===== config.mk =====
export PLATFORM = sky130hd
export DESIGN_NAME = peer_wire_message_deframer_flat
export DESIGN_NICKNAME = d
export VERILOG_FILES = /design/src/sv/pwmd_pkg.sv /design/src/sv/pwmd_if.sv /design/src/sv/pwmd_parser.sv /design/src/sv/pwmd_out_skid.sv /design/src/sv/peer_wire_message_deframer.sv /design/src/flat_wrapper.sv
export SDC_FILE = /design/constraint.sdc
export NUM_CORES = 1
export LEC_CHECK = 0
export BUFFER_PORTS_ARGS = -buffer_cell sky130_fd_sc_hd__buf_2
export CORE_MARGIN = 3
export CORE_UTILIZATION = 55
export DETAILED_ROUTE_END_ITERATION = 10
export PLACE_DENSITY = 0.83
export SLEW_MARGIN = 20
export SYNTH_ARGS = -nofsm -noshare
export SYNTH_HDL_FRONTEND = slang
export SYNTH_SLANG_ARGS = --single-unit

===== constraint.sdc =====
create_clock -name clk -period 20.5 [get_ports clk]
set_input_delay 2.05 -clock clk [delete_from_list [all_inputs] [get_ports clk]]
set_output_delay 2.05 -clock clk [all_outputs]
set_load 0.01 [all_outputs]

===== src/sv/pwmd_pkg.sv =====
// Package for the peer-wire message deframer: result and error codes,
// the result record, configuration register indexes and reset values.
// No dependencies; every other file of the block uses it.
package pwmd_pkg;

    // Default width of the frame length counter.
    localparam int LENGTH_BITS_DEFAULT = 32;

    // Configuration port widths, register indexes and reset values.
    localparam int CFG_INDEX_BITS = 2;
    localparam int CFG_DATA_BITS  = 21;
    localparam logic [CFG_INDEX_BITS-1:0] CFG_MAX_FRAME    = 2'd0;
    localparam logic [CFG_INDEX_BITS-1:0] CFG_MAX_BITFIELD = 2'd1;
    localparam logic [CFG_DATA_BITS-1:0]  MAX_FRAME_RESET    = 21'd262153;
    localparam logic [CFG_DATA_BITS-1:0]  MAX_BITFIELD_RESET = 21'd262144;

    // Standard message identifiers.
    localparam logic [7:0] ID_LAST_CONTROL = 8'd3;
    localparam logic [7:0] ID_HAVE         = 8'd4;
    localparam logic [7:0] ID_BITFIELD     = 8'd5;
    localparam logic [7:0] ID_REQUEST      = 8'd6;
    localparam logic [7:0] ID_PIECE        = 8'd7;
    localparam logic [7:0] ID_CANCEL       = 8'd8;

    // Result kinds.
    typedef enum logic [2:0] {
        KIND_KEEPALIVE   = 3'd0,
        KIND_DONE        = 3'd1,
        KIND_BITFIELD    = 3'd2,
        KIND_PIECE       = 3'd3,
        KIND_EMPTY_PIECE = 3'd4,
        KIND_ERROR       = 3'd5
    } kind_t;

    // Error codes carried on an error result.
    typedef enum logic [1:0] {
        ERR_TOO_LONG     = 2'd0,
        ERR_FIXED_LENGTH = 2'd1,
        ERR_PIECE_SHORT  = 2'd2,
        ERR_BITFIELD     = 2'd3
    } err_t;

    // One result record.
    typedef struct packed {
        kind_t       kind;
        logic [7:0]  msg_id;
        logic [31:0] piece_num;
        logic [31:0] block_begin;
        logic [7:0]  data_byte;
        logic [19:0] byte_offset;
        logic        last;
        err_t        error_code;
    } result_t;

endpackage


===== src/sv/pwmd_if.sv =====
// Channel interfaces of the peer-wire message deframer: input bytes,
// results and configuration writes. Depends on pwmd_pkg.

// Input byte stream channel.
interface pwmd_byte_if;
    logic       valid;
    logic       ready;
    logic [7:0] stream_byte;

    modport source (output valid, output stream_byte, input ready);
    modport sink (input valid, input stream_byte, output ready);
endinterface

// Result channel.
interface pwmd_result_if;
    logic              valid;
    logic              ready;
    pwmd_pkg::kind_t   kind;
    logic [7:0]        msg_id;
    logic [31:0]       piece_num;
    logic [31:0]       block_begin;
    logic [7:0]        data_byte;
    logic [19:0]       byte_offset;
    logic              last;
    pwmd_pkg::err_t    error_code;

    modport source (output valid, output kind, output msg_id, output piece_num,
                    output block_begin, output data_byte, output byte_offset,
                    output last, output error_code, input ready);
    modport sink (input valid, input kind, input msg_id, input piece_num,
                  input block_begin, input data_byte, input byte_offset,
                  input last, input error_code, output ready);
endinterface

// Configuration write channel.
interface pwmd_cfg_if;
    logic                                valid;
    logic                                ready;
    logic [pwmd_pkg::CFG_INDEX_BITS-1:0] index;
    logic [pwmd_pkg::CFG_DATA_BITS-1:0]  data;

    modport source (output valid, output index, output data, input ready);
    modport sink (input valid, input index, input data, output ready);
endinterface


===== src/sv/pwmd_parser.sv =====
// Frame parser of the peer-wire message deframer: holds the parse state and
// turns each accepted byte into at most one result. Depends on pwmd_pkg.
module pwmd_parser #(
    parameter int LENGTH_BITS = pwmd_pkg::LENGTH_BITS_DEFAULT
) (
    input  logic                               clk,
    input  logic                               rst_n,
    input  logic                               accept,
    input  logic [7:0]                         stream_byte,
    input  logic [pwmd_pkg::CFG_DATA_BITS-1:0] max_frame_length,
    input  logic [pwmd_pkg::CFG_DATA_BITS-1:0] max_bitfield_length,
    output logic                               res_valid,
    output pwmd_pkg::result_t                  res
);

    typedef enum logic [2:0] {
        PH_LEN,
        PH_ID,
        PH_HAVE,
        PH_PHDR,
        PH_BITF,
        PH_PDATA,
        PH_SKIP,
        PH_DEAD
    } phase_t;

    // Largest prefix that the length counter can hold.
    localparam logic [32:0] LEN_LIMIT = (33'd1 << LENGTH_BITS) - 33'd1;

    phase_t                 phase_reg, phase_next;
    logic [1:0]             hdr_count_reg, hdr_count_next;
    logic [31:0]            len_shift_reg, len_shift_next;
    logic [LENGTH_BITS-1:0] remaining_reg, remaining_next;
    logic [7:0]             id_reg, id_next;
    logic [31:0]            index_reg, index_next;
    logic [31:0]            begin_reg, begin_next;
    logic [19:0]            offset_reg, offset_next;

    logic [LENGTH_BITS-1:0] frame_len;
    logic                   too_long;
    logic                   rem_last;

    // The length prefix stays in the shift register for the rest of the frame.
    assign frame_len = len_shift_reg[LENGTH_BITS-1:0];
    assign too_long  = (len_shift_next > {11'd0, max_frame_length})
                    || ({1'b0, len_shift_next} > LEN_LIMIT);
    assign rem_last  = (remaining_reg == LENGTH_BITS'(1));

    // Next state and result for the accepted byte.
    always_comb
    begin
        phase_next     = phase_reg;
        hdr_count_next = hdr_count_reg;
        len_shift_next = len_shift_reg;
        remaining_next = remaining_reg;
        id_next        = id_reg;
        index_next     = index_reg;
        begin_next     = begin_reg;
        offset_next    = offset_reg;
        res_valid      = 1'b0;
        res            = '0;
        res.kind       = pwmd_pkg::KIND_KEEPALIVE;
        res.error_code = pwmd_pkg::ERR_TOO_LONG;

        if (accept)
        begin
            unique case (phase_reg)
                PH_LEN:
                begin
                    len_shift_next = {len_shift_reg[23:0], stream_byte};
                    if (hdr_count_reg != 2'd3)
                    begin
                        hdr_count_next = hdr_count_reg + 2'd1;
                    end
                    else
                    begin
                        hdr_count_next = 2'd0;
                        if (too_long)
                        begin
                            phase_next     = PH_DEAD;
                            res_valid      = 1'b1;
                            res.kind       = pwmd_pkg::KIND_ERROR;
                            res.last       = 1'b1;
                            res.error_code = pwmd_pkg::ERR_TOO_LONG;
                        end
                        else if (len_shift_next == 32'd0)
                        begin
                            res_valid = 1'b1;
                            res.kind  = pwmd_pkg::KIND_KEEPALIVE;
                            res.last  = 1'b1;
                        end
                        else
                        begin
                            phase_next = PH_ID;
                        end
                    end
                end

                PH_ID:
                begin
                    id_next     = stream_byte;
                    index_next  = 32'd0;
                    begin_next  = 32'd0;
                    offset_next = 20'd0;
                    res.msg_id  = stream_byte;
                    res.last    = 1'b1;
                    if (stream_byte <= pwmd_pkg::ID_LAST_CONTROL)
                    begin
                        res_valid = 1'b1;
                        if (frame_len != LENGTH_BITS'(1))
                        begin
                            phase_next     = PH_DEAD;
                            res.kind       = pwmd_pkg::KIND_ERROR;
                            res.error_code = pwmd_pkg::ERR_FIXED_LENGTH;
                        end
                        else
                        begin
                            phase_next = PH_LEN;
                            res.kind   = pwmd_pkg::KIND_DONE;
                        end
                    end
                    else if (stream_byte == pwmd_pkg::ID_HAVE)
                    begin
                        if (frame_len != LENGTH_BITS'(5))
                        begin
                            phase_next     = PH_DEAD;
                            res_valid      = 1'b1;
                            res.kind       = pwmd_pkg::KIND_ERROR;
                            res.error_code = pwmd_pkg::ERR_FIXED_LENGTH;
                        end
                        else
                        begin
                            remaining_next = LENGTH_BITS'(4);
                            phase_next     = PH_HAVE;
                        end
                    end
                    else if (stream_byte == pwmd_pkg::ID_REQUEST
                          || stream_byte == pwmd_pkg::ID_CANCEL)
                    begin
                        if (frame_len != LENGTH_BITS'(13))
                        begin
                            phase_next     = PH_DEAD;
                            res_valid      = 1'b1;
                            res.kind       = pwmd_pkg::KIND_ERROR;
                            res.error_code = pwmd_pkg::ERR_FIXED_LENGTH;
                        end
                        else
                        begin
                            remaining_next = LENGTH_BITS'(12);
                            phase_next     = PH_SKIP;
                        end
                    end
                    else if (stream_byte == pwmd_pkg::ID_BITFIELD)
                    begin
                        if ((32'(frame_len) - 32'd1) > 32'(max_bitfield_length))
                        begin
                            phase_next     = PH_DEAD;
                            res_valid      = 1'b1;
                            res.kind       = pwmd_pkg::KIND_ERROR;
                            res.error_code = pwmd_pkg::ERR_BITFIELD;
                        end
                        else if (frame_len == LENGTH_BITS'(1))
                        begin
                            phase_next = PH_LEN;
                            res_valid  = 1'b1;
                            res.kind   = pwmd_pkg::KIND_DONE;
                        end
                        else
                        begin
                            remaining_next = frame_len - LENGTH_BITS'(1);
                            phase_next     = PH_BITF;
                        end
                    end
                    else if (stream_byte == pwmd_pkg::ID_PIECE)
                    begin
                        if (frame_len < LENGTH_BITS'(9))
                        begin
                            phase_next     = PH_DEAD;
                            res_valid      = 1'b1;
                            res.kind       = pwmd_pkg::KIND_ERROR;
                            res.error_code = pwmd_pkg::ERR_PIECE_SHORT;
                        end
                        else
                        begin
                            remaining_next = LENGTH_BITS'(8);
                            phase_next     = PH_PHDR;
                        end
                    end
                    else
                    begin
                        // Unknown message: skip the payload.
                        if (frame_len == LENGTH_BITS'(1))
                        begin
                            phase_next = PH_LEN;
                            res_valid  = 1'b1;
                            res.kind   = pwmd_pkg::KIND_DONE;
                        end
                        else
                        begin
                            remaining_next = frame_len - LENGTH_BITS'(1);
                            phase_next     = PH_SKIP;
                        end
                    end
                end

                PH_HAVE:
                begin
                    index_next     = {index_reg[23:0], stream_byte};
                    remaining_next = remaining_reg - LENGTH_BITS'(1);
                    if (rem_last)
                    begin
                        phase_next    = PH_LEN;
                        res_valid     = 1'b1;
                        res.kind      = pwmd_pkg::KIND_DONE;
                        res.msg_id    = id_reg;
                        res.piece_num = index_next;
                        res.last      = 1'b1;
                    end
                end

                PH_PHDR:
                begin
                    // Four index bytes, then four begin bytes.
                    if (remaining_reg > LENGTH_BITS'(4))
                    begin
                        index_next = {index_reg[23:0], stream_byte};
                    end
                    else
                    begin
                        begin_next = {begin_reg[23:0], stream_byte};
                    end
                    remaining_next = remaining_reg - LENGTH_BITS'(1);
                    if (rem_last)
                    begin
                        if (frame_len == LENGTH_BITS'(9))
                        begin
                            phase_next      = PH_LEN;
                            res_valid       = 1'b1;
                            res.kind        = pwmd_pkg::KIND_EMPTY_PIECE;
                            res.msg_id      = id_reg;
                            res.piece_num   = index_next;
                            res.block_begin = begin_next;
                            res.last        = 1'b1;
                        end
                        else
                        begin
                            remaining_next = frame_len - LENGTH_BITS'(9);
                            phase_next     = PH_PDATA;
                        end
                    end
                end

                PH_BITF:
                begin
                    remaining_next  = remaining_reg - LENGTH_BITS'(1);
                    offset_next     = offset_reg + 20'd1;
                    res_valid       = 1'b1;
                    res.kind        = pwmd_pkg::KIND_BITFIELD;
                    res.msg_id      = id_reg;
                    res.data_byte   = stream_byte;
                    res.byte_offset = offset_reg;
                    res.last        = rem_last;
                    if (rem_last)
                    begin
                        phase_next = PH_LEN;
                    end
                end

                PH_PDATA:
                begin
                    remaining_next  = remaining_reg - LENGTH_BITS'(1);
                    offset_next     = offset_reg + 20'd1;
                    res_valid       = 1'b1;
                    res.kind        = pwmd_pkg::KIND_PIECE;
                    res.msg_id      = id_reg;
                    res.piece_num   = index_reg;
                    res.block_begin = begin_reg;
                    res.data_byte   = stream_byte;
                    res.byte_offset = offset_reg;
                    res.last        = rem_last;
                    if (rem_last)
                    begin
                        phase_next = PH_LEN;
                    end
                end

                PH_SKIP:
                begin
                    remaining_next = remaining_reg - LENGTH_BITS'(1);
                    if (rem_last)
                    begin
                        phase_next = PH_LEN;
                        res_valid  = 1'b1;
                        res.kind   = pwmd_pkg::KIND_DONE;
                        res.msg_id = id_reg;
                        res.last   = 1'b1;
                    end
                end

                PH_DEAD:
                begin
                    // Input is dropped until reset.
                end

                default:
                begin
                end
            endcase
        end
    end

    // Parse state registers.
    always_ff @(posedge clk or negedge rst_n)
    begin
        if (!rst_n)
        begin
            phase_reg     <= PH_LEN;
            hdr_count_reg <= 2'd0;
            len_shift_reg <= 32'd0;
            remaining_reg <= '0;
            id_reg        <= 8'd0;
            index_reg     <= 32'd0;
            begin_reg     <= 32'd0;
            offset_reg    <= 20'd0;
        end
        else
        begin
            phase_reg     <= phase_next;
            hdr_count_reg <= hdr_count_next;
            len_shift_reg <= len_shift_next;
            remaining_reg <= remaining_next;
            id_reg        <= id_next;
            index_reg     <= index_next;
            begin_reg     <= begin_next;
            offset_reg    <= offset_next;
        end
    end

endmodule


===== src/sv/pwmd_out_skid.sv =====
// Two-entry result buffer of the peer-wire message deframer: an output
// register with a skid entry behind it. Depends on pwmd_pkg.
module pwmd_out_skid (
    input  logic              clk,
    input  logic              rst_n,
    input  logic              push,
    input  pwmd_pkg::result_t push_data,
    output logic              can_push,
    output logic              out_valid,
    input  logic              out_ready,
    output pwmd_pkg::result_t out_data
);

    logic              main_valid_reg;
    logic              skid_valid_reg;
    pwmd_pkg::result_t main_data_reg;
    pwmd_pkg::result_t skid_data_reg;
    logic              pop;

    assign pop       = main_valid_reg && out_ready;
    assign can_push  = !skid_valid_reg;
    assign out_valid = main_valid_reg;
    assign out_data  = main_data_reg;

    // Valid flags.
    always_ff @(posedge clk or negedge rst_n)
    begin
        if (!rst_n)
        begin
            main_valid_reg <= 1'b0;
            skid_valid_reg <= 1'b0;
        end
        else if (skid_valid_reg)
        begin
            if (pop)
            begin
                skid_valid_reg <= 1'b0;
            end
        end
        else if (push)
        begin
            if (main_valid_reg && !pop)
            begin
                skid_valid_reg <= 1'b1;
            end
            else
            begin
                main_valid_reg <= 1'b1;
            end
        end
        else if (pop)
        begin
            main_valid_reg <= 1'b0;
        end
    end

    // Payload registers.
    always_ff @(posedge clk)
    begin
        if (skid_valid_reg)
        begin
            if (pop)
            begin
                main_data_reg <= skid_data_reg;
            end
        end
        else if (push)
        begin
            if (main_valid_reg && !pop)
            begin
                skid_data_reg <= push_data;
            end
            else
            begin
                main_data_reg <= push_data;
            end
        end
    end

endmodule


===== src/sv/peer_wire_message_deframer.sv =====
// Peer-wire message deframer: top level with configuration registers,
// frame parser and result buffer. Depends on pwmd_pkg, pwmd_if,
// pwmd_parser and pwmd_out_skid.
//
// The byte_in channel takes one byte of the received stream per
// transaction. Each byte is parsed in the cycle it is accepted, and the
// result it causes, if any, is registered in the output register, or in
// the skid entry while the output register holds a waiting result. The
// block takes one byte every cycle while the result buffer has room.
// Results go through an output register with one skid entry, so a byte
// is still taken while one result waits on a stalled receiver; byte_in
// ready drops only while both entries are full, and returns once the
// receiver takes a result. The cfg channel is always ready and writes the
// maximum frame length (index 0) and maximum bitfield length (index 1);
// other indexes are ignored. Reset clears the parser to await a length
// prefix, empties the result buffer and restores the register defaults.
// After an error result the parser drops all input until reset.
module peer_wire_message_deframer #(
    parameter int LENGTH_BITS = pwmd_pkg::LENGTH_BITS_DEFAULT
) (
    input  logic          clk,
    input  logic          rst_n,
    pwmd_cfg_if.sink      cfg,
    pwmd_byte_if.sink     byte_in,
    pwmd_result_if.source result_out
);

    logic [pwmd_pkg::CFG_DATA_BITS-1:0] max_frame_reg;
    logic [pwmd_pkg::CFG_DATA_BITS-1:0] max_bitfield_reg;
    logic                               accept;
    logic                               res_valid;
    pwmd_pkg::result_t                  res;
    logic                               can_push;
    pwmd_pkg::result_t                  out_data;

    // Configuration registers.
    assign cfg.ready = 1'b1;

    always_ff @(posedge clk or negedge rst_n)
    begin
        if (!rst_n)
        begin
            max_frame_reg    <= pwmd_pkg::MAX_FRAME_RESET;
            max_bitfield_reg <= pwmd_pkg::MAX_BITFIELD_RESET;
        end
        else if (cfg.valid)
        begin
            unique case (cfg.index)
                pwmd_pkg::CFG_MAX_FRAME:    max_frame_reg    <= cfg.data;
                pwmd_pkg::CFG_MAX_BITFIELD: max_bitfield_reg <= cfg.data;
                default:
                begin
                end
            endcase
        end
    end

    // Byte transactions are taken whenever the result buffer has room.
    assign byte_in.ready = can_push;
    assign accept        = byte_in.valid && can_push;

    pwmd_parser #(
        .LENGTH_BITS(LENGTH_BITS)
    ) u_parser (
        .clk                (clk),
        .rst_n              (rst_n),
        .accept             (accept),
        .stream_byte        (byte_in.stream_byte),
        .max_frame_length   (max_frame_reg),
        .max_bitfield_length(max_bitfield_reg),
        .res_valid          (res_valid),
        .res                (res)
    );

    pwmd_out_skid u_out_skid (
        .clk      (clk),
        .rst_n    (rst_n),
        .push     (res_valid),
        .push_data(res),
        .can_push (can_push),
        .out_valid(result_out.valid),
        .out_ready(result_out.ready),
        .out_data (out_data)
    );

    // Result channel payload.
    assign result_out.kind        = out_data.kind;
    assign result_out.msg_id      = out_data.msg_id;
    assign result_out.piece_num   = out_data.piece_num;
    assign result_out.block_begin = out_data.block_begin;
    assign result_out.data_byte   = out_data.data_byte;
    assign result_out.byte_offset = out_data.byte_offset;
    assign result_out.last        = out_data.last;
    assign result_out.error_code  = out_data.error_code;

endmodule


===== src/flat_wrapper.sv =====
// flat-port wrapper written by rule: the top's interface ports become plain ports
module peer_wire_message_deframer_flat 
#(
    parameter int LENGTH_BITS = pwmd_pkg::LENGTH_BITS_DEFAULT
)
  (clk, rst_n, cfg_valid, cfg_index, cfg_data, cfg_ready, byte_in_valid, byte_in_stream_byte, byte_in_ready, result_out_valid, result_out_kind, result_out_msg_id, result_out_piece_num, result_out_block_begin, result_out_data_byte, result_out_byte_offset, result_out_last, result_out_error_code, result_out_ready);
  pwmd_cfg_if cfg_i ();
  pwmd_byte_if byte_in_i ();
  pwmd_result_if result_out_i ();
  input  logic clk;
  input  logic rst_n;
  input wire logic [$bits(cfg_i.valid)-1:0] cfg_valid;
  input wire logic [$bits(cfg_i.index)-1:0] cfg_index;
  input wire logic [$bits(cfg_i.data)-1:0] cfg_data;
  output wire logic [$bits(cfg_i.ready)-1:0] cfg_ready;
  input wire logic [$bits(byte_in_i.valid)-1:0] byte_in_valid;
  input wire logic [$bits(byte_in_i.stream_byte)-1:0] byte_in_stream_byte;
  output wire logic [$bits(byte_in_i.ready)-1:0] byte_in_ready;
  output wire logic [$bits(result_out_i.valid)-1:0] result_out_valid;
  output wire logic [$bits(result_out_i.kind)-1:0] result_out_kind;
  output wire logic [$bits(result_out_i.msg_id)-1:0] result_out_msg_id;
  output wire logic [$bits(result_out_i.piece_num)-1:0] result_out_piece_num;
  output wire logic [$bits(result_out_i.block_begin)-1:0] result_out_block_begin;
  output wire logic [$bits(result_out_i.data_byte)-1:0] result_out_data_byte;
  output wire logic [$bits(result_out_i.byte_offset)-1:0] result_out_byte_offset;
  output wire logic [$bits(result_out_i.last)-1:0] result_out_last;
  output wire logic [$bits(result_out_i.error_code)-1:0] result_out_error_code;
  input wire logic [$bits(result_out_i.ready)-1:0] result_out_ready;
  assign cfg_i.valid = cfg_valid;
  assign cfg_i.index = cfg_index;
  assign cfg_i.data = cfg_data;
  assign cfg_ready = cfg_i.ready;
  assign byte_in_i.valid = byte_in_valid;
  assign byte_in_i.stream_byte = byte_in_stream_byte;
  assign byte_in_ready = byte_in_i.ready;
  assign result_out_valid = result_out_i.valid;
  assign result_out_kind = result_out_i.kind;
  assign result_out_msg_id = result_out_i.msg_id;
  assign result_out_piece_num = result_out_i.piece_num;
  assign result_out_block_begin = result_out_i.block_begin;
  assign result_out_data_byte = result_out_i.data_byte;
  assign result_out_byte_offset = result_out_i.byte_offset;
  assign result_out_last = result_out_i.last;
  assign result_out_error_code = result_out_i.error_code;
  assign result_out_i.ready = result_out_ready;
  peer_wire_message_deframer #(.LENGTH_BITS(LENGTH_BITS)) u_core (.clk(clk), .rst_n(rst_n), .cfg(cfg_i), .byte_in(byte_in_i), .result_out(result_out_i));
endmodule

Yosys cells after proc, flatten, opt, wreduce, memory -nomap -nowiden:

Index checks and enable logic that the tools add are counted.

* $add $sub $neg: 5
* $lt $le $gt $ge: 5
* eq/ne operators: 31
* muxes and demuxes: 105
* bitwise logic cells: 1
* reduce and logical (&&, ||, !) cells: 31

Operators by type and width (count)
* $mux 106: 5
* $mux 32: 16
* $pmux 32 s3: 3
* $mux 75: 2
* $pmux 32 s2: 2
* $mux 3: 30
* $eq 32x1->1 const B: 2
* $gt 32x21->1: 2
* $sub 32x1->32 const B: 2
* $mux 41: 1
* $pmux 20 s2: 1
* $pmux 8 s5: 1
* $eq 32x4->1 const B: 1
* $eq 8x3->1 const B: 4
* $gt 32x3->1 const B: 1
* $logic_not 32->1: 1
* $lt 32x4->1 const B: 1
* $ne 32x1->1 const B: 1
* $ne 32x3->1 const B: 1
* $ne 32x4->1 const B: 1
* $sub 32x4->32 const B: 1
* $mux 1: 29
* $mux 28: 1
* $pmux 3 s7: 1
* 34 further kinds: 68

* register bits after elaboration: 417
* bits of input ports: 36
* output and inout bits: 109
* word-level logic and storage cells: 206

Logic depth before layout (Yosys ltp):

Gate-level depths: netlist of the first run.

* depth after elaboration: 12
* mapped depth: 18

Hierarchy:

From an unflattened synthesis of the first run, not the netlist that was laid out.

* cells, all modules: 1893
* area, all modules: 21428.1 um2

Modules (own cells, without submodules)
* pwmd_parser: instances 1, cells each 1459, area an instance 12019.0 um2, seq. area each 4028.9 um2
* pwmd_out_skid: instances 1, cells each 341, area an instance 7778.7 um2, seq. area each 6416.2 um2
* peer_wire_message_deframer: instances 1, cells each 93, area an instance 1630.3 um2, seq. area each 1056.0 um2

Worst setup path before layout of the first run:

Ideal clock, no wire load.

* path type: input port to flip-flop
* start: input port byte_in_valid
* end: register u_core.u_out_skid.main_data_reg, in the netlist u_core.u_out_skid.out_data[0] (enable)
* setup time: 0.732 ns
* arrival time: 12.244 ns
* data required time: 19.768 ns
* slack: 7.524 ns
* cell stages on the path: 15
* cell sequence: nor2b_1 nand2_1 clkbuf_1 clkbuf_1 nand2_1 o21ai_0 ha_1 nand2_1 nor4_1 a21boi_0 or3_1 a31oi_1 o21ai_0 o21ai_0 a21boi_0

* longest elaborated chain between the ends: 9

RTL lines
* start, declared: RTL line flat_wrapper.sv:16 `input wire logic [$bits(byte_in_i.valid)-1:0] byte_in_valid;`
* $logic_and 1x1->1: RTL line peer_wire_message_deframer.sv:60 `assign accept = byte_in.valid && can_push;`
* $mux 32: RTL line pwmd_parser.sv:65 `if (accept)`
* named net u_core.u_parser.len_shift_next[9]: RTL line pwmd_parser.sv:32 `logic [31:0] len_shift_reg, len_shift_next;`
* $gt 32x21->1: RTL line pwmd_parser.sv:45 `assign too_long = (len_shift_next > {11'd0, max_frame_length})`
* $mux 1: RTL line pwmd_parser.sv:78 `if (too_long)`
* $mux 1: RTL line pwmd_parser.sv:71 `if (hdr_count_reg != 2'd3)`
* $pmux 1 s5: RTL line pwmd_parser.sv:67 `unique case (phase_reg)`
* $mux 1: RTL line pwmd_parser.sv:65
* $reduce_bool 2->1 (no line)
* $reduce_and 3->1 (no line)
* end signal, assigned: RTL line pwmd_out_skid.sv:64 `main_data_reg <= skid_data_reg;`
* end signal, assigned: RTL line pwmd_out_skid.sv:75 `main_data_reg <= push_data;`
* end, declared: RTL line pwmd_out_skid.sv:16 `pwmd_pkg::result_t main_data_reg;`

The timed path passes the listed nets, and every way through them passes these cells.
A chain may end at the register's enable or synchronous reset.

Worst setup path in the final report of the first run:

* start: input port byte_in_valid
* end: register u_core.u_out_skid.main_data_reg, in the netlist u_core.u_out_skid.out_data[85] (enable)

Same word-level chain as after synthesis.

==> metrics, run 1 <==
Die Height=202 um; Final WS setup=13.60 ns; Post-CTS Setup Bufs=0; clk_skew=0.0135 ns; Skew-Pair Late Insertion Delay=0.57 ns; Mean Syn Cell Area=10.9 sq um; die span in x=202 um; CTS tree=done; metal2 WL=27500 um; Hold/Removal Path Class=reg2reg; clk slew on worst S/H paths=0.06 ns; clk buf depth=3; Initial DRT Pass Iterations=6; met3 WL=4080 um; Async SR Flop Fraction=49.2%; WP data required=20.71 ns; Placeable Area=37800 sq um; fin crit share=33.7%; DRT iter0 DRCs=1630; global-route usage over all layers=27.2%; sequential share of the synthesized area=54.5%; CTS H-tree lvls=2; RSZ-0062 raised after global routing=false; leakage=10.1 nW; Max VDD drop=0.104 mV; power per cell area=138 nW/um^2; Syn Inst Count=1940; Tightest Pin Transition=1.01 ns; total clock sinks=417; Post-CTS Hold Fix Bufs=0; total routed wirelength=56100 um; WL met1=22700 um; syn nets=2025; post-layout min period=6.90 ns; Worst Setup End Kind=flip-flop; share of cells above drive strength 1=16.3%; vias in the first global route=15900; Post-Layout Cell Count=2568; Final ANT Viol Nets=0; routed vias=16400; post-route cell area=23600 sq um; critical path arrival=7.11 ns; placed instance count=2486; Final GP Congestion=0.939; DRC=0; Final Hold Vio Count=0; Fill cells=2951; status=completed; global-route wire length before repair=88500 um; PortBufs=143; Placed Area=22200 sq um; Synth Cell Area=21100 sq um; nets=2106; synth-to-layout area growth=11.8%; Vias/cell=6.38; GRT Residual Overflow=0; Slew Limit Fails=0; Max Clk Rate=145 MHz; Setup crit start kind=input pin; worst slack, placed=12.93 ns; EDFF count, synth=212; Worst Hold Slack=0.479 ns; crit-path max FO=67; DR top layer=met4; post-route setup TNS=0 ns; initial antenna violation count=2; crit path kind=in2reg; dominant synthesized flop cell=edfxtp_1; DPL Wire Length=38600 um; count of cell types in the netlist=82; Util after Layout=62.5%; WL per Instance=21.9 um; largest net degree at the start of global routing=111; IO Pins=145; clock root buffer=clkbuf_16; initial core utilization=55.9%; post-CTS resize count=0; Yosys warnings=0; Final Total Pwr=3.27 mW; CTS Buf Count=42; die area=40800 sq um; std cell rows=71; Slew headroom=32.3%; Final setup viols=0; #FFs+latches synth=417; Max Cap Violations=0
==> area by class of cell <==
class	count	area, sq um	area share, %
Clock buffer	54	1140	4.82
Clock inverter	23	174	0.737
Inverter	62	233	0.986
Tap cell	511	639	2.71
Timing Repair Buffer	175	1020	4.31
Sequential cell	417	11500	48.7
Antenna cell	3	7.51	0.0318
Multi-Input combinational cell	1323	8900	37.7
==> worst paths after layout <==
| check | startpoint | end | slack [ns] | depth (start not counted) |
|---|---|---|---|---|
| setup / recovery | byte_in_valid | u_core.u_out_skid.out_data[85] | 13.60 | 16 |
| hold / removal | u_core.u_parser.id_reg[4] | u_core.u_parser.id_reg[4] | 0.48 | 2 |
| setup reg to reg | u_core.u_parser.frame_len[0] | u_core.u_out_skid.out_data[85] | 14.01 | 16 |
| hold reg to reg | u_core.u_parser.id_reg[4] | u_core.u_parser.id_reg[4] | 0.48 | 2 |
| max in group asynchronous | rst_n | u_core.max_bitfield_reg[3] | 17.95 | 2 |
| min in group asynchronous | rst_n | u_core.u_parser.remaining_reg[28] | 1.43 | 1 |
==> layout by cell type (no fill, tap or decap), types with 14 or more instances in the layout <==
| master | count |
|---|---|
| a211oi_1 | 15 |
| a21o_1 | 106 |
| a21oi_1 | 53 |
| a22o_1 | 74 |
| a22oi_1 | 79 |
| a31oi_1 | 16 |
| and3_1 | 38 |
| buf_2 | 142 |
| buf_4 | 27 |
| clkbuf_16 | 43 |
| dfrtp_1 | 200 |
| edfxtp_1 | 212 |
| ha_1 | 49 |
| inv_1 | 62 |
| mux2_2 | 56 |
| nand2_1 | 138 |
| nand2b_1 | 15 |
| nand3_1 | 39 |
| nand4_1 | 20 |
| nor2_1 | 155 |
| nor3_1 | 60 |
| nor4_1 | 32 |
| o211ai_1 | 17 |
| o21ai_0 | 89 |
| or3_1 | 14 |
| or4_1 | 21 |
| xnor2_1 | 44 |
| xor2_1 | 30 |
==> Yosys cell counts, types with 15 or more instances <==
cell / number / area share (%)
o211ai_1: 17 / 0.60
nor3_1: 63 / 1.5
nand4_1: 20 / 0.59
edfxtp_1: 212 / 30
a22oi_1: 79 / 2.8
nor2_1: 159 / 2.8
nor4_1: 32 / 0.95
inv_1: 62 / 1.1
ha_1: 49 / 2.9
nand2b_1: 15 / 0.44
and3_1: 38 / 1.1
xnor2_1: 44 / 1.8
clkbuf_1: 119 / 2.1
nand3_1: 39 / 0.92
a22o_1: 74 / 3.1
dfrtp_1: 201 / 24
nand2_1: 138 / 2.5
or4_1: 21 / 0.75
a21o_1: 106 / 3.8
mux2_2: 56 / 3.0
a211oi_1: 16 / 0.57
a31oi_1: 16 / 0.47
o21ai_0: 90 / 2.1
a21oi_1: 54 / 1.3
xor2_1: 30 / 1.2
==> per-layer routing <==
metal / GRT usage, % / vias to the layer above
met3: 4.40 / 107
met5: 0 / -
met4: 10.3 / 0
li1: - / 7423
met2: 45.1 / 729
met1: 36.3 / 8128
==> logic make-up (layout without fill, tap and decap cells) <==
logic type | Yosys count | in the layout | synth area share [%]
AND/OR/NAND/NOR | 596 | 596 | 14.1
AO/OA/AOI/OAI | 533 | 533 | 18.0
flip-flops | 417 | 417 | 54.5
buffers and inverters | 200 | 314 | 3.79
XOR/XNOR | 74 | 74 | 3.07
multiplexers | 70 | 70 | 3.66
adder cells (fa/ha/maj) | 49 | 49 | 2.90
other | 1 | 4 | 0.0178
==> power by group <==
part	internal [mW]	switching (mW)
Clock	0.408	0.324
Combinational	0.459	0.754
Sequential	1.10	0.227
Total	1.96	1.31
==> critical path: stages <==
cell	delay, ns
buf_2	0.12
nor2b_1	0.12
buf_4	0.16
nand2_1	0.09
buf_4	0.44
mux2_2	0.41
ha_1	0.31
a21o_1	0.18
a211o_1	0.29
a2111o_1	0.34
or3_1	0.31
a31oi_1	0.55
o21ai_0	0.18
o21ai_0	0.68
a21boi_4	0.34
buf_4	0.44
No activity file was read; power rests on OpenSTA's default activity.
==> run 2, diff against run 1 <==
--- a/config.mk
+++ b/config.mk
@@ -9,7 +9,7 @@
 export CORE_MARGIN = 3
 export CORE_UTILIZATION = 55
 export DETAILED_ROUTE_END_ITERATION = 10
-export PLACE_DENSITY = 0.83
+export PLACE_DENSITY = 0.85
 export SLEW_MARGIN = 20
 export SYNTH_ARGS = -nofsm -noshare
 export SYNTH_HDL_FRONTEND = slang
==> constraint.sdc (replaced) <==
create_clock -name clk -period 5.6 [get_ports clk]
set_input_delay 0.56 -clock clk [delete_from_list [all_inputs] [get_ports clk]]
set_output_delay 0.56 -clock clk [all_outputs]
set_load 0.01 [all_outputs]
==> metrics, run 2 (synthesized netlist as in run 1, its figures left out) <==
status=completed; Setup crit start kind=flip-flop; global-route usage over all layers=28.7%; GRT Residual Overflow=0; post-layout min period=5.37 ns; DPL Wire Length=41300 um; CTS tree=done; Slew headroom=33.2%; Final ANT Viol Nets=0; crit path kind=reg2reg; setup slack on the worst flop-to-flop path=0.23 ns; Skew-Pair Late Insertion Delay=0.57 ns; CTS H-tree lvls=2; Vias/cell=6.42; Hold/Removal Path Class=in2async; total clock sinks=417; std cell rows=71; Tightest Pin Transition=0.997 ns; register area=11500 sq um; Final GP Congestion=0.969; CP startpoint=u_core.u_parser.frame_len[0]; post-CTS resize count=0; Reg-to-Reg End=u_core.u_out_skid.out_data[80]; DRT iter0 DRCs=1527; clk_skew=0.0147 ns; RR Startpoint=u_core.u_parser.frame_len[0]; Worst Setup End Kind=flip-flop; synth-to-layout area growth=13.9%; RSZ-0062 raised after global routing=false; Initial DRT Pass Iterations=6; Post-CTS Hold Fix Bufs=0; largest net degree at the start of global routing=110; initial core utilization=55.9%; power per cell area=520 nW/um^2; multi-input gate area in the final layout=8930 sq um; Worst R2R Path Depth=16; crit-path max FO=61; nets=2134; most frequent cells in the layout=edfxtp_1, dfrtp_1, nor2_1; post-route setup TNS=0 ns; Max VDD drop=0.277 mV; Final Total Pwr=12.5 mW; Placeable Area=37800 sq um; Final Hold Vio Count=0; vias in the first global route=16400; PortBufs=143; leakage=10.3 nW; WL per Instance=22.8 um; Max Clk Rate=186 MHz; share of cells above drive strength 1=17.9%; clk slew on worst S/H paths=0.06 ns; Slew Limit Fails=0; routed vias=16700; die span in x=202 um; Fill cells=2868; die area=40800 sq um; Post-CTS Setup Bufs=0; WP data required=5.90 ns; Final setup viols=0; initial antenna violation count=1; IO Pins=145; total routed wirelength=59100 um; CTS Buf Count=43; most common cell after layout, fill and taps aside=edfxtp_1; Max Cap Violations=0; Die Height=202 um; critical path arrival=5.67 ns; global-route wire length before repair=92400 um; clk buf depth=3; clock root buffer=clkbuf_16; fin crit share=95.9%; DRC=0
## run 2: how the worst max path moves through the flow
stage	end	slack, ns
4_1_cts	u_core.u_out_skid.out_data[86]	0.32
5_1_grt	u_core.u_out_skid.out_data[88]	0.02
3_3_place_gp	u_core.u_out_skid.out_data[81]	0.42
3_5_place_dp	u_core.u_out_skid.out_data[86]	0.39
2_1_floorplan	u_core.u_out_skid.out_data[0]	0.0006
6_report	u_core.u_out_skid.out_data[80]	0.23
## run 2: critical path, stage by stage (launching register included)
cell and delay [ns]:
dfrtp_2 0.49, inv_2 0.12, ha_4 0.15, or3b_1 0.47
or4_4 0.55, or3_1 0.36, nand2_1 0.11, ha_4 0.21
a41o_1 0.22, a221oi_1 0.51, a21boi_0 0.26, nand3_1 0.19
a2111oi_0 0.47, a21oi_1 0.24, o21ai_2 0.33, a21boi_4 0.14
buf_12 0.23
## run 2: metrics by stage
stage | std cells | hold WS [ns] | utilization, % | cell area, sq um | setup WS (ns)
global route | 2596 | 0.0394 | 63.7 | 24000 | 0.0229
global placement | 2514 | 0.458 | 59.7 | 22500 | 0.416
finish | 2596 | 0.00832 | 63.7 | 24000 | 0.227
floorplan | 1940 | 0.264 | - | 21200 | 0.000590
detailed placement | 2514 | 0.469 | 59.7 | 22500 | 0.390
CTS | 2594 | 0.0259 | 63.6 | 24000 | 0.323
## run 2: layer usage
metal / vias up / track usage (%) / part of all wire (%)
met5: - / 0 / 0
met4: 0 / 12.4 / 4.2
met3: 150 / 4.03 / 7.3
met2: 827 / 48.0 / 49
met1: 8200 / 37.8 / 40
li1: 7483 / - / -
## run 2: cell type report
type / instances / share of cell area (%)
Antenna cell: 1 / 0.0104
Clock buffer: 54 / 4.94
Tap cell: 511 / 2.66
Timing Repair Buffer: 202 / 5.15
Sequential cell: 417 / 47.9
Clock inverter: 26 / 1.28
Multi-Input combinational cell: 1323 / 37.1
Inverter: 62 / 0.968
## run 2: power by group
part / switching [mW] / internal, mW
sequential: 0.713 / 4.01
clock: 1.22 / 1.79
combinational: 2.97 / 1.79
total: 4.90 / 7.60
==> run 3, diff against run 2 <==
--- a/config.mk
+++ b/config.mk
@@ -9,6 +9,7 @@
 export CORE_MARGIN = 3
 export CORE_UTILIZATION = 55
 export DETAILED_ROUTE_END_ITERATION = 10
+export MAX_ROUTING_LAYER = met4
 export PLACE_DENSITY = 0.85
 export SLEW_MARGIN = 20
 export SYNTH_ARGS = -nofsm -noshare
==> metrics, run 3 (synthesized netlist as in run 1, its figures left out) <==
total clock sinks=417; DRC=0; Post-CTS Setup Bufs=0; Slew headroom=35.3%; routed vias=16700; total routed wirelength=58200 um; Die Height=202 um; Max Clk Rate=191 MHz; vias in the first global route=16300; Worst Setup End Kind=flip-flop; synth-to-layout area growth=13.2%; power per cell area=517 nW/um^2; crit path kind=reg2reg; RSZ-0062 raised after global routing=false; Final Hold Vio Count=0; post-layout min period=5.24 ns; Sw Share=39.6%; register area=11500 sq um; Skew-Pair Late Insertion Delay=0.57 ns; most common cell after layout, fill and taps aside=edfxtp_1; fin crit share=93.5%; Vias/cell=6.45; Slew Limit Fails=0; Tightest Pin Transition=0.966 ns; status=completed; WL per Instance=22.5 um; Seq pwr share=38.5%; crit-path max FO=54; CTS Buf Count=43; post-route cell area=23900 sq um; clock root buffer=clkbuf_16; Hold/Removal Path Class=in2async; die span in x=202 um; Final Total Pwr=12.4 mW; largest net degree at the start of global routing=111; DPL Wire Length=40500 um; std cell rows=71; Max VDD drop=0.252 mV; initial core utilization=55.9%; Initial DRT Pass Iterations=6; Fill cells=2895; Max Cap Violations=0; Final setup viols=0; clk buf depth=3; PortBufs=143; die area=40800 sq um; share of cells above drive strength 1=17.2%; Setup crit start kind=flip-flop; leakage=10.3 nW; Placeable Area=37800 sq um; multi-input gate area in the final layout=8930 sq um; clk_skew=0.0214 ns; Clock power frac=23.6%; global-route wire length before repair=91500 um; Placed Area=22400 sq um; critical path arrival=5.48 ns; clk slew on worst S/H paths=0.06 ns; post-route setup TNS=0 ns; most frequent cells in the layout=edfxtp_1, dfrtp_1, nor2_1; global-route usage over all layers=29.1%; Final ANT Viol Nets=0; CTS tree=done; CTS H-tree lvls=2; P_int=7.47 mW; Final GP Congestion=1.01; initial antenna violation count=2; nets=2123; sw power=4.89 mW; Post-CTS Hold Fix Bufs=0; DRT iter0 DRCs=1814; Comb power frac=37.9%; setup slack on the worst flop-to-flop path=0.36 ns; GRT Residual Overflow=0; Util after Layout=63.3%; WP data required=5.84 ns; IO Pins=145
-- run 3: changes by cell type in the layout (fill, tap and decap cells not counted), moves of 2 or more --
cell / previous run / this run
buf_4: 52 / 42
clkbuf_8: 6 / 3
clkinv_1: 5 / 8
clkbuf_1: 5 / 7
clkinv_4: 2 / 4
-- run 3: power groups by stage --
stage          Sequential, mW  Clock (mW)  Combinational (mW)
2_1_floorplan            4.50           0                3.30
5_1_grt                  4.84        3.07                5.09
3_3_place_gp             4.74           0                4.47
3_5_place_dp             4.78           0                4.57
4_1_cts                  4.73        2.95                4.60
6_report                 4.76        2.92                4.69
-- run 3: per-layer routing --
| metal | part of all wire (%) | GRT usage (%) |
|---|---|---|
| met1 | 40 | 38.1 |
| met2 | 49 | 46.4 |
| met3 | 7.3 | 4.36 |
| met4 | 4.1 | 11.5 |
| met5 | 0 | - |
-- run 3: path summary, 6_finish.rpt --
path,startpoint,to,cells after the start
worst max-delay path,u_core.u_parser.frame_len[2],u_core.u_out_skid.skid_data_reg[85],14
worst min-delay path,rst_n,u_core.u_parser.remaining_reg[27],1
worst max register to register,u_core.u_parser.frame_len[2],u_core.u_out_skid.skid_data_reg[85],14
worst min register to register,u_core.u_parser.id_reg[6],u_core.u_parser.id_reg[6],2
max in group asynchronous,rst_n,u_core.max_frame_reg[12],2
min in group clk,cfg_data[18],u_core.max_frame_reg[18],3
-- run 3: final cells by class --
class,instances,share of cell area (%)
clock inverter,27,1.19
tap,511,2.67
timing repair buffer,191,4.80
antenna,2,0.0209
clock buffer,53,4.83
sequential,417,48.1
multi-input combinational,1323,37.4
inverter,62,0.974
-- run 3: metrics by stage --
stage | hold slack (ns) | worst slack, ns | cells
3_5_place_dp | 0.464 | 0.351 | 2503
6_report | 0.0513 | 0.363 | 2586
3_3_place_gp | 0.458 | 0.474 | 2503
5_1_grt | 0.0941 | 0.0907 | 2586
4_1_cts | 0.0765 | 0.331 | 2583
2_1_floorplan | 0.264 | 0.000590 | 1940
-- run 3: timing repair --
item                                    4_1_cts  5_1_grt
endpoints found under the setup margin        0      205
endpoints found under the hold margin         0        0
gates resized for setup                       0        1
-- run 3: critical path, cell delays in order (launching register included) --
cell and delay (ns):
dfrtp_1 0.55, nor4_1 0.48, nand4_1 0.37, or2_2 0.42
xnor2_1 0.21, ha_1 0.38, nand4_1 0.20, nor4_1 0.58
o21ai_0 0.23, nand3_1 0.21, a2111oi_0 0.13, a21oi_1 0.36
o21ai_2 0.17, nor2_4 0.27, buf_12 0.30
